<file path="src/rtl/pcc_queue.sv">
`timescale 1ns / 1ps
// ----------------------------------------------------------------------------
// pcc_queue
// Small first-in first-out queue of jobs between the front and back parts.
// ----------------------------------------------------------------------------
module pcc_queue
#(
    parameter int WIDTH = 8,
    parameter int DEPTH = 4
)
(
    input  logic             clk,
    input  logic             rst_n,
    input  logic             push_valid,
    input  logic [WIDTH-1:0] push_data,
    output logic             full,
    input  logic             pop_ready,
    output logic             pop_valid,
    output logic [WIDTH-1:0] pop_data
);

    localparam int PW = (DEPTH > 1) ? $clog2(DEPTH) : 1;
    localparam int CW = $clog2(DEPTH + 1);

    logic [WIDTH-1:0] entry_reg [DEPTH];
    logic [PW-1:0]    wr_ptr_reg;
    logic [PW-1:0]    wr_ptr_next;
    logic [PW-1:0]    rd_ptr_reg;
    logic [PW-1:0]    rd_ptr_next;
    logic [CW-1:0]    count_reg;
    logic [CW-1:0]    count_next;
    logic             do_push;
    logic             do_pop;

    assign full      = (count_reg == CW'(DEPTH));
    assign pop_valid = (count_reg != '0);
    assign pop_data  = entry_reg[rd_ptr_reg];
    assign do_push   = push_valid && !full;
    assign do_pop    = pop_valid && pop_ready;

    always_comb
    begin
        wr_ptr_next = wr_ptr_reg;
        rd_ptr_next = rd_ptr_reg;
        count_next  = count_reg;
        if (do_push)
        begin
            wr_ptr_next = (wr_ptr_reg == PW'(DEPTH - 1)) ? '0 : wr_ptr_reg + PW'(1);
        end
        if (do_pop)
        begin
            rd_ptr_next = (rd_ptr_reg == PW'(DEPTH - 1)) ? '0 : rd_ptr_reg + PW'(1);
        end
        if (do_push && !do_pop)
        begin
            count_next = count_reg + CW'(1);
        end
        else if (do_pop && !do_push)
        begin
            count_next = count_reg - CW'(1);
        end
    end

    always_ff @(posedge clk or negedge rst_n)
    begin
        if (!rst_n)
        begin
            wr_ptr_reg <= '0;
            rd_ptr_reg <= '0;
            count_reg  <= '0;
        end
        else
        begin
            wr_ptr_reg <= wr_ptr_next;
            rd_ptr_reg <= rd_ptr_next;
            count_reg  <= count_next;
        end
    end

    always_ff @(posedge clk)
    begin
        if (do_push)
        begin
            entry_reg[wr_ptr_reg] <= push_data;
        end
    end

endmodule

</file>
<file path="config.mk">
export PLATFORM = sky130hd
export DESIGN_NAME = pcc_queue
export DESIGN_NICKNAME = d
export VERILOG_FILES = /design/src/rtl/pcc_queue.sv
export SDC_FILE = /design/constraint.sdc
export NUM_CORES = 1
export LEC_CHECK = 0
export ABC_AREA = 1
export BUFFER_PORTS_ARGS = -buffer_cell sky130_fd_sc_hd__buf_2
export CAP_MARGIN = 10
export CELL_PAD_IN_SITES_DETAIL_PLACEMENT = 0
export CELL_PAD_IN_SITES_GLOBAL_PLACEMENT = 1
export CORE_MARGIN = 2
export CORE_UTILIZATION = 51
export CTS_BUF_LIST = sky130_fd_sc_hd__clkbuf_2 sky130_fd_sc_hd__clkbuf_4 sky130_fd_sc_hd__clkbuf_8
export DETAILED_ROUTE_END_ITERATION = 8
export PLACE_DENSITY = 0.93
export SETUP_SLACK_MARGIN = 0.02
export SYNTH_ARGS = -nofsm -noshare
export SYNTH_HDL_FRONTEND = slang
export SYNTH_SLANG_ARGS = --single-unit
</file>
<file path="constraint.sdc">
create_clock -name clk -period 3.46 [get_ports clk]
set_input_delay 0.519 -clock clk [delete_from_list [all_inputs] [get_ports clk]]
set_output_delay 0.519 -clock clk [all_outputs]
set_load 0.005 [all_outputs]
</file>
==> impl_metrics.yaml <==
synthesis:
  netlist_area_um2: 1750
  synth_compound_area_frac: 0.0713
  yosysSeqAreaShare: 0.648
  syn_inst: 153
  synth_mux_area_frac: 0
  yosysUniqueCellTypes: 17
  synthSimpleGateAreaFrac: 0.127
  ys.warnings.count: 0
  synth_fa_ha_area_frac: 0.0542
  synth_top_family_by_area: "simple AND/OR/NAND/NOR gates"
  synth-seq-cells: 39
  synth_area_per_cell_um2: 11.5
  synth_nets: 172
  yosys.area_share.xor_xnor: 0.00499
global_routing:
  grt_pass1_vias: 1089
  grt_max_degree: 36
  grt_pass1_wl_um: 4750
  grt_usage: 0.161
  overflow: 0
  antenna_found_initial: 0
pwr:
  total_power_uw: 1470
  p_leak_uw: 0.000856
  power_density_nw_per_um2: 761
  vdd_drop_max_uv: 435
cells_and_area:
  areaGrowthSynthToFinish_pct: 10.3
  fill_cells: 295
  final_cell_mix: "nand2_1 (38), edfxtp_1 (32), inv_1 (26)"
  post-route-util: 0.584
  drive_gt1_frac: 0.208
  finalNetCount: 196
  multiInputGateArea_um2: 452
  diodes: 0
  seqCellArea_um2: 1140
  largest_register_ffs: 32
  final_area_um2: 1930
  final_common_cell: "nand2_1"
worst_setup_path:
  arrival_ns: 1.78
  critPathKind: "flip-flop to primary output"
  critPathBufInv: 1
  critical_path.cell_chain: "nand2_1 > o211ai_1 > nand2_1 > buf_2"
  path_common_cell: "nand2_1"
  rr_worst_depth: 9
  cp_top_family: "flip-flops"
  required_ns: 2.94
  startpoint_type: "flip-flop"
  cp_max_fo: 35
  cp_slowest_stage_delay_ns: 0.99
  path_depth: 4
  endpoint_kind: "primary output"
  slowest_stage: "dfrtp_1"
cts:
  cts_resized: 0
  hold_buffers: 1
  cts_setup_buffers: 0
  clkTransAtPathRegs_ns: 0.10
  clk_latency_ns: 0.33
  cts-buffers-inserted: 5
  htreeDepth: 2
  cts_root_buf: "clkbuf_4"
  ctsLongestPathBuffers: 2
  cts_tree: "built"
  cts_sinks: 39
timing:
  fmax_ghz: 0.435
  period_share: 0.664
  period_minus_slack_ns: 2.30
  clock_skew_ns: 0.00476
  maxSlewViolCount: 0
  maxSlewHeadroom: 0.355
  hold_viol: 0
  hold_slack_ns: 0.396
  rsz0062_at_grt: "no"
  tns_ns: 0
  setup_viol: 0
  worstMarginPinSlew_ns: 0.967
floorplanning:
  num_rows: 21
  die_y_um: 62.6
  boundaryPins: 22
  dieArea_um2: 3920
  core_um2: 3310
  die_w_um: 62.6
  start_util: 0.530
hold_path:
  min_path_type: "input pin to flip-flop"
  min_path_cells: 1
place:
  postPlaceCellArea_um2: 1870
  gp_congestion: 0.732
  port_buffers: 21
  dp_hpwl_um: 1990
route:
  ant_nets: 0
  post_drt_wl_per_cell_um: 12.2
  first_iter_violations: 41
  wirelength_um: 2730
  firstDrtPassIters: 4
  drc: 0
  vias: 1083
  vias_per_cell: 4.83
run_status:
  status: "completed"
job:
  max_cap_violations: 0
metrics by stage:
step / setup WS (ns) / instances
2_1_floorplan: 1.82 / 153
3_3_place_gp: 1.60 / 215
3_5_place_dp: 1.52 / 215
4_1_cts: 1.15 / 224
5_1_grt: 0.918 / 224
6_report: 1.16 / 224
kinds of logic after synthesis:
family,Yosys count
buf+inv,36
flops,39
simple gates,53
fa+ha+maj,7
xor+xnor,1
compound gates,17
layer usage:
layer / wire [um] / GRT usage
met1: 1180 / 0.195
met2: 1380 / 0.265
met3: 114 / 0.0342
met4: 51 / 0.0972
met5: 0 / 0
layout make-up:
class,count,share of cell area
Clock inverter,1,0.00259
Sequential cell,39,0.587
Tap cell,46,0.0298
Inverter,31,0.0602
Timing Repair Buffer,22,0.0595
Multi-Input combinational cell,78,0.234
Clock buffer,7,0.0272
where the power goes:
group | internal, uW | switching [uW] | total, uW
sequential | 630 | 122 | 752
clock | 94.9 | 126 | 221
combinational | 215 | 285 | 500
total | 940 | 532 | 1470
cell usage after synthesis (all sizes together):
cell | instances | share of area
fa | 1 | 0.011
o211ai | 16 | 0.068
ha | 6 | 0.043
nand2 | 39 | 0.085
nor2 | 6 | 0.013
o21ai | 1 | 0.0029
nand4 | 1 | 0.0036
xnor2 | 1 | 0.0050
dfrtp | 7 | 0.10
buf | 5 | 0.029
edfxtp | 32 | 0.55
inv | 31 | 0.066
nand3 | 7 | 0.026
worst paths after layout:
| check | slack (ns) | to | from |
|---|---|---|---|
| setup / recovery | 1.16 | pop_data[3] | rd_ptr_reg[0]$_DFFE_PN0P_ |
| max in group asynchronous | 2.76 | wr_ptr_reg[0]$_DFFE_PN0P_ | rst_n |
| setup reg to reg | 1.67 | count_reg[1]$_DFFE_PN0P_ | count_reg[0]$_DFFE_PN0P_ |
| hold reg to reg | 0.55 | wr_ptr_reg[1]$_DFFE_PN0P_ | wr_ptr_reg[1]$_DFFE_PN0P_ |
| min in group asynchronous | 0.54 | count_reg[2]$_DFFE_PN0P_ | rst_n |
| hold / removal | 0.40 | entry_reg[3][7]$_DFFE_PP_ | push_data[7] |
Note: power is estimated with default switching activity, not from simulation.
