### config.mk
export PLATFORM = sky130hd
export DESIGN_NAME = pcc_front
export DESIGN_NICKNAME = d
export VERILOG_FILES = /design/src/rtl/pcc_pkg.sv /design/src/rtl/pcc_front.sv
export SDC_FILE = /design/constraint.sdc
export NUM_CORES = 1
export LEC_CHECK = 0
export ABC_AREA = 1
export BUFFER_PORTS_ARGS = -buffer_cell sky130_fd_sc_hd__buf_4
export CAP_MARGIN = 20
export CORE_ASPECT_RATIO = 1.5
export CORE_MARGIN = 3
export CORE_UTILIZATION = 33
export DETAILED_ROUTE_END_ITERATION = 8
export SYNTH_ARGS = -nofsm -noshare
export SYNTH_HDL_FRONTEND = slang
export SYNTH_SLANG_ARGS = --single-unit
### constraint.sdc
create_clock -name clk -period 2.5 [get_ports clk]
set_input_delay 0.5 -clock clk [delete_from_list [all_inputs] [get_ports clk]]
set_output_delay 0.5 -clock clk [all_outputs]
set_load 0.01 [all_outputs]
### src/rtl/pcc_pkg.sv
`timescale 1ns / 1ps
// ----------------------------------------------------------------------------
// pcc_pkg
// Shared types and constants of the polygon convexity classifier.
// ----------------------------------------------------------------------------
package pcc_pkg;

    localparam int TURN_COUNT = 3;
    localparam int TERM_COUNT = 4;

    localparam int TURN_MAIN  = 0;
    localparam int TURN_WRAPA = 1;
    localparam int TURN_WRAPB = 2;

    localparam int TERM_A = 0;
    localparam int TERM_B = 1;
    localparam int TERM_C = 2;
    localparam int TERM_D = 3;

    localparam logic [1:0] FULL_COUNT = 2'd3;

    typedef enum logic [1:0] {
        CLASS_DEGENERATE = 2'd0,
        CLASS_CONVEX     = 2'd1,
        CLASS_CONCAVE    = 2'd2
    } shape_class_t;

    typedef struct packed {
        logic [TURN_COUNT-1:0] turn_en;
        logic                  last;
    } job_ctrl_t;

endpackage

### src/rtl/pcc_front.sv
`timescale 1ns / 1ps
// ----------------------------------------------------------------------------
// pcc_front
// Holds the first, second, older and recent vertices and turns each accepted
// vertex into a job of up to three cross product operand sets.
// ----------------------------------------------------------------------------
module pcc_front
    import pcc_pkg::*;
#(
    parameter int COORD_WIDTH = 16
)
(
    input  logic                                             clk,
    input  logic                                             rst_n,
    input  logic                                             accept,
    input  logic signed [COORD_WIDTH-1:0]                    vertex_x,
    input  logic signed [COORD_WIDTH-1:0]                    vertex_y,
    input  logic                                             final_vertex,
    output job_ctrl_t                                        job_ctrl,
    output logic [TURN_COUNT*TERM_COUNT*(COORD_WIDTH+1)-1:0] job_data
);

    localparam int DW = COORD_WIDTH + 1;

    logic signed [COORD_WIDTH-1:0] first_x_reg;
    logic signed [COORD_WIDTH-1:0] first_y_reg;
    logic signed [COORD_WIDTH-1:0] second_x_reg;
    logic signed [COORD_WIDTH-1:0] second_y_reg;
    logic signed [COORD_WIDTH-1:0] older_x_reg;
    logic signed [COORD_WIDTH-1:0] older_y_reg;
    logic signed [COORD_WIDTH-1:0] recent_x_reg;
    logic signed [COORD_WIDTH-1:0] recent_y_reg;
    logic [1:0]                    seen_count_reg;
    logic [1:0]                    seen_count_next;

    logic signed [COORD_WIDTH-1:0] ix [TURN_COUNT];
    logic signed [COORD_WIDTH-1:0] iy [TURN_COUNT];
    logic signed [COORD_WIDTH-1:0] jx [TURN_COUNT];
    logic signed [COORD_WIDTH-1:0] jy [TURN_COUNT];
    logic signed [COORD_WIDTH-1:0] kx [TURN_COUNT];
    logic signed [COORD_WIDTH-1:0] ky [TURN_COUNT];

    always_comb
    begin
        ix[TURN_MAIN]  = older_x_reg;
        iy[TURN_MAIN]  = older_y_reg;
        jx[TURN_MAIN]  = recent_x_reg;
        jy[TURN_MAIN]  = recent_y_reg;
        kx[TURN_MAIN]  = vertex_x;
        ky[TURN_MAIN]  = vertex_y;
        ix[TURN_WRAPA] = recent_x_reg;
        iy[TURN_WRAPA] = recent_y_reg;
        jx[TURN_WRAPA] = vertex_x;
        jy[TURN_WRAPA] = vertex_y;
        kx[TURN_WRAPA] = first_x_reg;
        ky[TURN_WRAPA] = first_y_reg;
        ix[TURN_WRAPB] = vertex_x;
        iy[TURN_WRAPB] = vertex_y;
        jx[TURN_WRAPB] = first_x_reg;
        jy[TURN_WRAPB] = first_y_reg;
        kx[TURN_WRAPB] = second_x_reg;
        ky[TURN_WRAPB] = second_y_reg;
    end

    always_comb
    begin
        for (int t = 0; t < TURN_COUNT; t++)
        begin
            job_data[(t*TERM_COUNT+TERM_A)*DW +: DW] =
                DW'($signed({jx[t][COORD_WIDTH-1], jx[t]}) - $signed({ix[t][COORD_WIDTH-1], ix[t]}));
            job_data[(t*TERM_COUNT+TERM_B)*DW +: DW] =
                DW'($signed({ky[t][COORD_WIDTH-1], ky[t]}) - $signed({jy[t][COORD_WIDTH-1], jy[t]}));
            job_data[(t*TERM_COUNT+TERM_C)*DW +: DW] =
                DW'($signed({jy[t][COORD_WIDTH-1], jy[t]}) - $signed({iy[t][COORD_WIDTH-1], iy[t]}));
            job_data[(t*TERM_COUNT+TERM_D)*DW +: DW] =
                DW'($signed({kx[t][COORD_WIDTH-1], kx[t]}) - $signed({jx[t][COORD_WIDTH-1], jx[t]}));
        end
    end

    // A turn exists once two vertices are held; the wrap turns only on the last vertex.
    always_comb
    begin
        job_ctrl.last                = final_vertex;
        job_ctrl.turn_en[TURN_MAIN]  = seen_count_reg[1];
        job_ctrl.turn_en[TURN_WRAPA] = seen_count_reg[1] & final_vertex;
        job_ctrl.turn_en[TURN_WRAPB] = seen_count_reg[1] & final_vertex;
    end

    always_comb
    begin
        if (final_vertex)
        begin
            seen_count_next = 2'd0;
        end
        else if (seen_count_reg < FULL_COUNT)
        begin
            seen_count_next = seen_count_reg + 2'd1;
        end
        else
        begin
            seen_count_next = seen_count_reg;
        end
    end

    always_ff @(posedge clk or negedge rst_n)
    begin
        if (!rst_n)
        begin
            seen_count_reg <= 2'd0;
        end
        else if (accept)
        begin
            seen_count_reg <= seen_count_next;
        end
    end

    always_ff @(posedge clk)
    begin
        if (accept)
        begin
            if (seen_count_reg == 2'd0)
            begin
                first_x_reg <= vertex_x;
                first_y_reg <= vertex_y;
            end
            if (seen_count_reg == 2'd1)
            begin
                second_x_reg <= vertex_x;
                second_y_reg <= vertex_y;
            end
            older_x_reg  <= recent_x_reg;
            older_y_reg  <= recent_y_reg;
            recent_x_reg <= vertex_x;
            recent_y_reg <= vertex_y;
        end
    end

endmodule

==> metrics.txt <==
status finished, violations left; failing checks setup timing; Worst Slack Setup Final -0.283 ns; Nets 2422; WP buf/inv 2; # clock sinks 130; fmax 359 MHz; CTS clk-pin slew, worst paths 0.06 ns; die footprint 0.0413 mm^2; largest family of logic cells by synthesized area simple AND/OR/NAND/NOR gates; critical path required time 2.00 ns; max capacitance violation total 0; drt wl/cell 14.7 um; Layout area overhead 57.9%; core footprint 0.0380 mm^2; grt total ovfl 0; Worst setup EP type primary output; CP Class flip-flop to primary output; Post-Synth Adder-Cell Area 14.0%; simple-gate share of the synthesized area 29.3%; xor and xnor fraction of the mapped netlist area 3.82%; first-pass GRT wire length 60200 um; fraction of the mapped netlist area in compound gates 3.26%; Worst Hold Class input pin to flip-flop; cell count along the critical path 11; Warnings, synthesis 0; Synth top area share 30.0%; clk buf depth 2; WP data arrival 2.28 ns; Period minus WS final 2.78 ns; router iterations before antenna repair 5; syn_nets 2121; Mapped Area 0.0128 mm^2; All-Layer GR Usage 18.1%; P_leak 0.0106 uW; #FFs+latches synth 130; Distinct cells, synth 17; Max IR drop VDD 0.000482 V; CP max FO 3; final hold violation count 0; total routed wirelength 40500 um; Max-slew headroom 72.1%; Synth area leader edfxtp_1; Setup crit start kind flip-flop; Syn Area/Cell 6.59 um^2; I/O Buffers 243; Seq/Total Area, Yosys 30.3%; pwr dens 599 mW/mm^2; fraction of layout instances using a drive strength above 1 43.8%; Worst path slowest cell edfxtp_1; die width 167 um; initial antenna violation count 1; Die Y-Extent 248 um; Clock Skews 0.0142 ns; GP Congestion 0.884; largest net degree at the start of global routing 38; via/cell ratio 4.57; measured slew at the worst slew-check pin 0.419 ns; synth top area cells edfxtp_1 30%, nand2_1 22%, inv_1 15%; vias in the first global route 12.3k; DRC Markers 0; multiplexer share of the synthesized area 0%; delay-heaviest family, CP adder cells; CP max stage delay 0.42 ns; crit-path cells ha_2, fa_2, inv_2, nand2_2, nand2_4, nand3_4, nand2_4, nand2_2, nand3_1, nand2_2, buf_6; Initial DRC Count 527; Via Count 12.6k; Root Buffer clkbuf_16; Initial Utilization 33.8%; CP dominant cell by count nand2_2; dpl ws -0.254 ns; ANT nets after route 0; CTS tree built; RSZ-0062 raised after global routing yes; fin crit share 111%; htree depth 4; worst-case reg-to-reg path depth 5; num rows 87; number of placed I/O pins 244; Clock Latency Late Sink 0.43 ns; Max Slew Vio Count 0; Final setup viols 128; WHS 0.331 ns; CTS buffer count 17; detailed placer's ending HPWL 30200 um; Hold Path Depth 1; Synth Instances 1946
==> logic make-up after synthesis <==
kind of cell | Yosys count
fa+ha+maj | 139
simple gates | 950
flops | 130
xor+xnor | 56
compound gates | 83
buf+inv | 588
==> cells in the final DEF, fill, tap and decap left out, drive strengths merged <==
cell and count:
a21boi 1, a21oi 80, buf 352, bufinv 3, clkbuf 17, clkinv 4
clkinvlp 4, dfrtp 2, diode 1, dlygate4sd3 1, edfxtp 128, fa 8
ha 131, inv 520, nand2 755, nand3 93, nor2 59, nor3 32
o21ai 2, or2 11, xnor2 19, xor2 37
==> routing by layer <==
| layer | vias to the layer above | share of wire [%] | global-route usage (%) |
|---|---|---|---|
| met4 | 0 | 4.6 | 8.57 |
| li1 | 6360 | - | - |
| met3 | 73 | 4.6 | 3.19 |
| met2 | 297 | 54 | 35.9 |
| met1 | 5837 | 36 | 18.2 |
| met5 | - | 0 | 0 |
==> timing repair <==
item,in CTS,in global routing
hold endpoints to repair,2,0
pin swaps,104,228
gates resized for setup,491,430
cloned,0,0
endpoints found under the setup margin,161,176
setup buffers,38,51
hold buffers,1,0
==> power breakdown <==
part	total [uW]	switching, uW	internal [uW]	leakage, uW
registers	2740	130	2610	0.00125
clock network	2510	958	1560	0.000275
logic	6890	3660	3230	0.00905
==> worst reg2reg max path: cells and delay by family, from the launching register on <==
family                     cells  cell delay, ns
buffers and inverters          3            0.51
adders and majority gates      1            0.15
DFF                            1            0.44
and+or+nand+nor                1            0.04
==> path summary, 6_finish.rpt <==
kind	from	to	slack, ns
min in group asynchronous	rst_n	seen_count_reg[0]	0.44
setup / recovery	first_y_reg[0]	job_data[167]	-0.28
hold / removal	vertex_x[15]	recent_x_reg[15]	0.33
hold reg to reg	recent_x_reg[12]	older_x_reg[12]	0.49
setup reg to reg	seen_count_reg[1]	second_x_reg[11]	1.01
max in group asynchronous	rst_n	seen_count_reg[1]	1.97
==> per-stage QoR <==
step | util [%] | cells | TNS [ns] | area [um^2] | power [uW]
floorplan | - | 1946 | 0 | 12800 | 5790
global placement | 39.4 | 2634 | -5.59 | 15000 | 7530
detailed placement | 39.4 | 2634 | -8.03 | 15000 | 7580
CTS | 48.0 | 2703 | -17.66 | 18200 | 11200
global route | 53.3 | 2748 | -33.31 | 20300 | 12900
finish | 53.3 | 2749 | -17.00 | 20300 | 12100
==> cell usage after synthesis, drive strengths merged <==
master and number:
buf 71, a21oi 80, or2 11, fa 8, xnor2 19, dfrtp 2, inv 517, edfxtp 128
a21boi 1, ha 131, nor3 32, nand2 755, xor2 37, nor2 59, nand3 93, o21ai 2
==> final cells by class <==
cell class | count | area, um^2
inverter | 517 | 1970
tap | 489 | 612
timing repair buffer | 353 | 3180
multi-input combinational | 1228 | 10000
clock inverter | 14 | 163
antenna | 1 | 2.50
sequential | 130 | 3890
clock buffer | 17 | 425
fill | 3417 | 17700
Note: power is estimated with default switching activity, not from simulation.
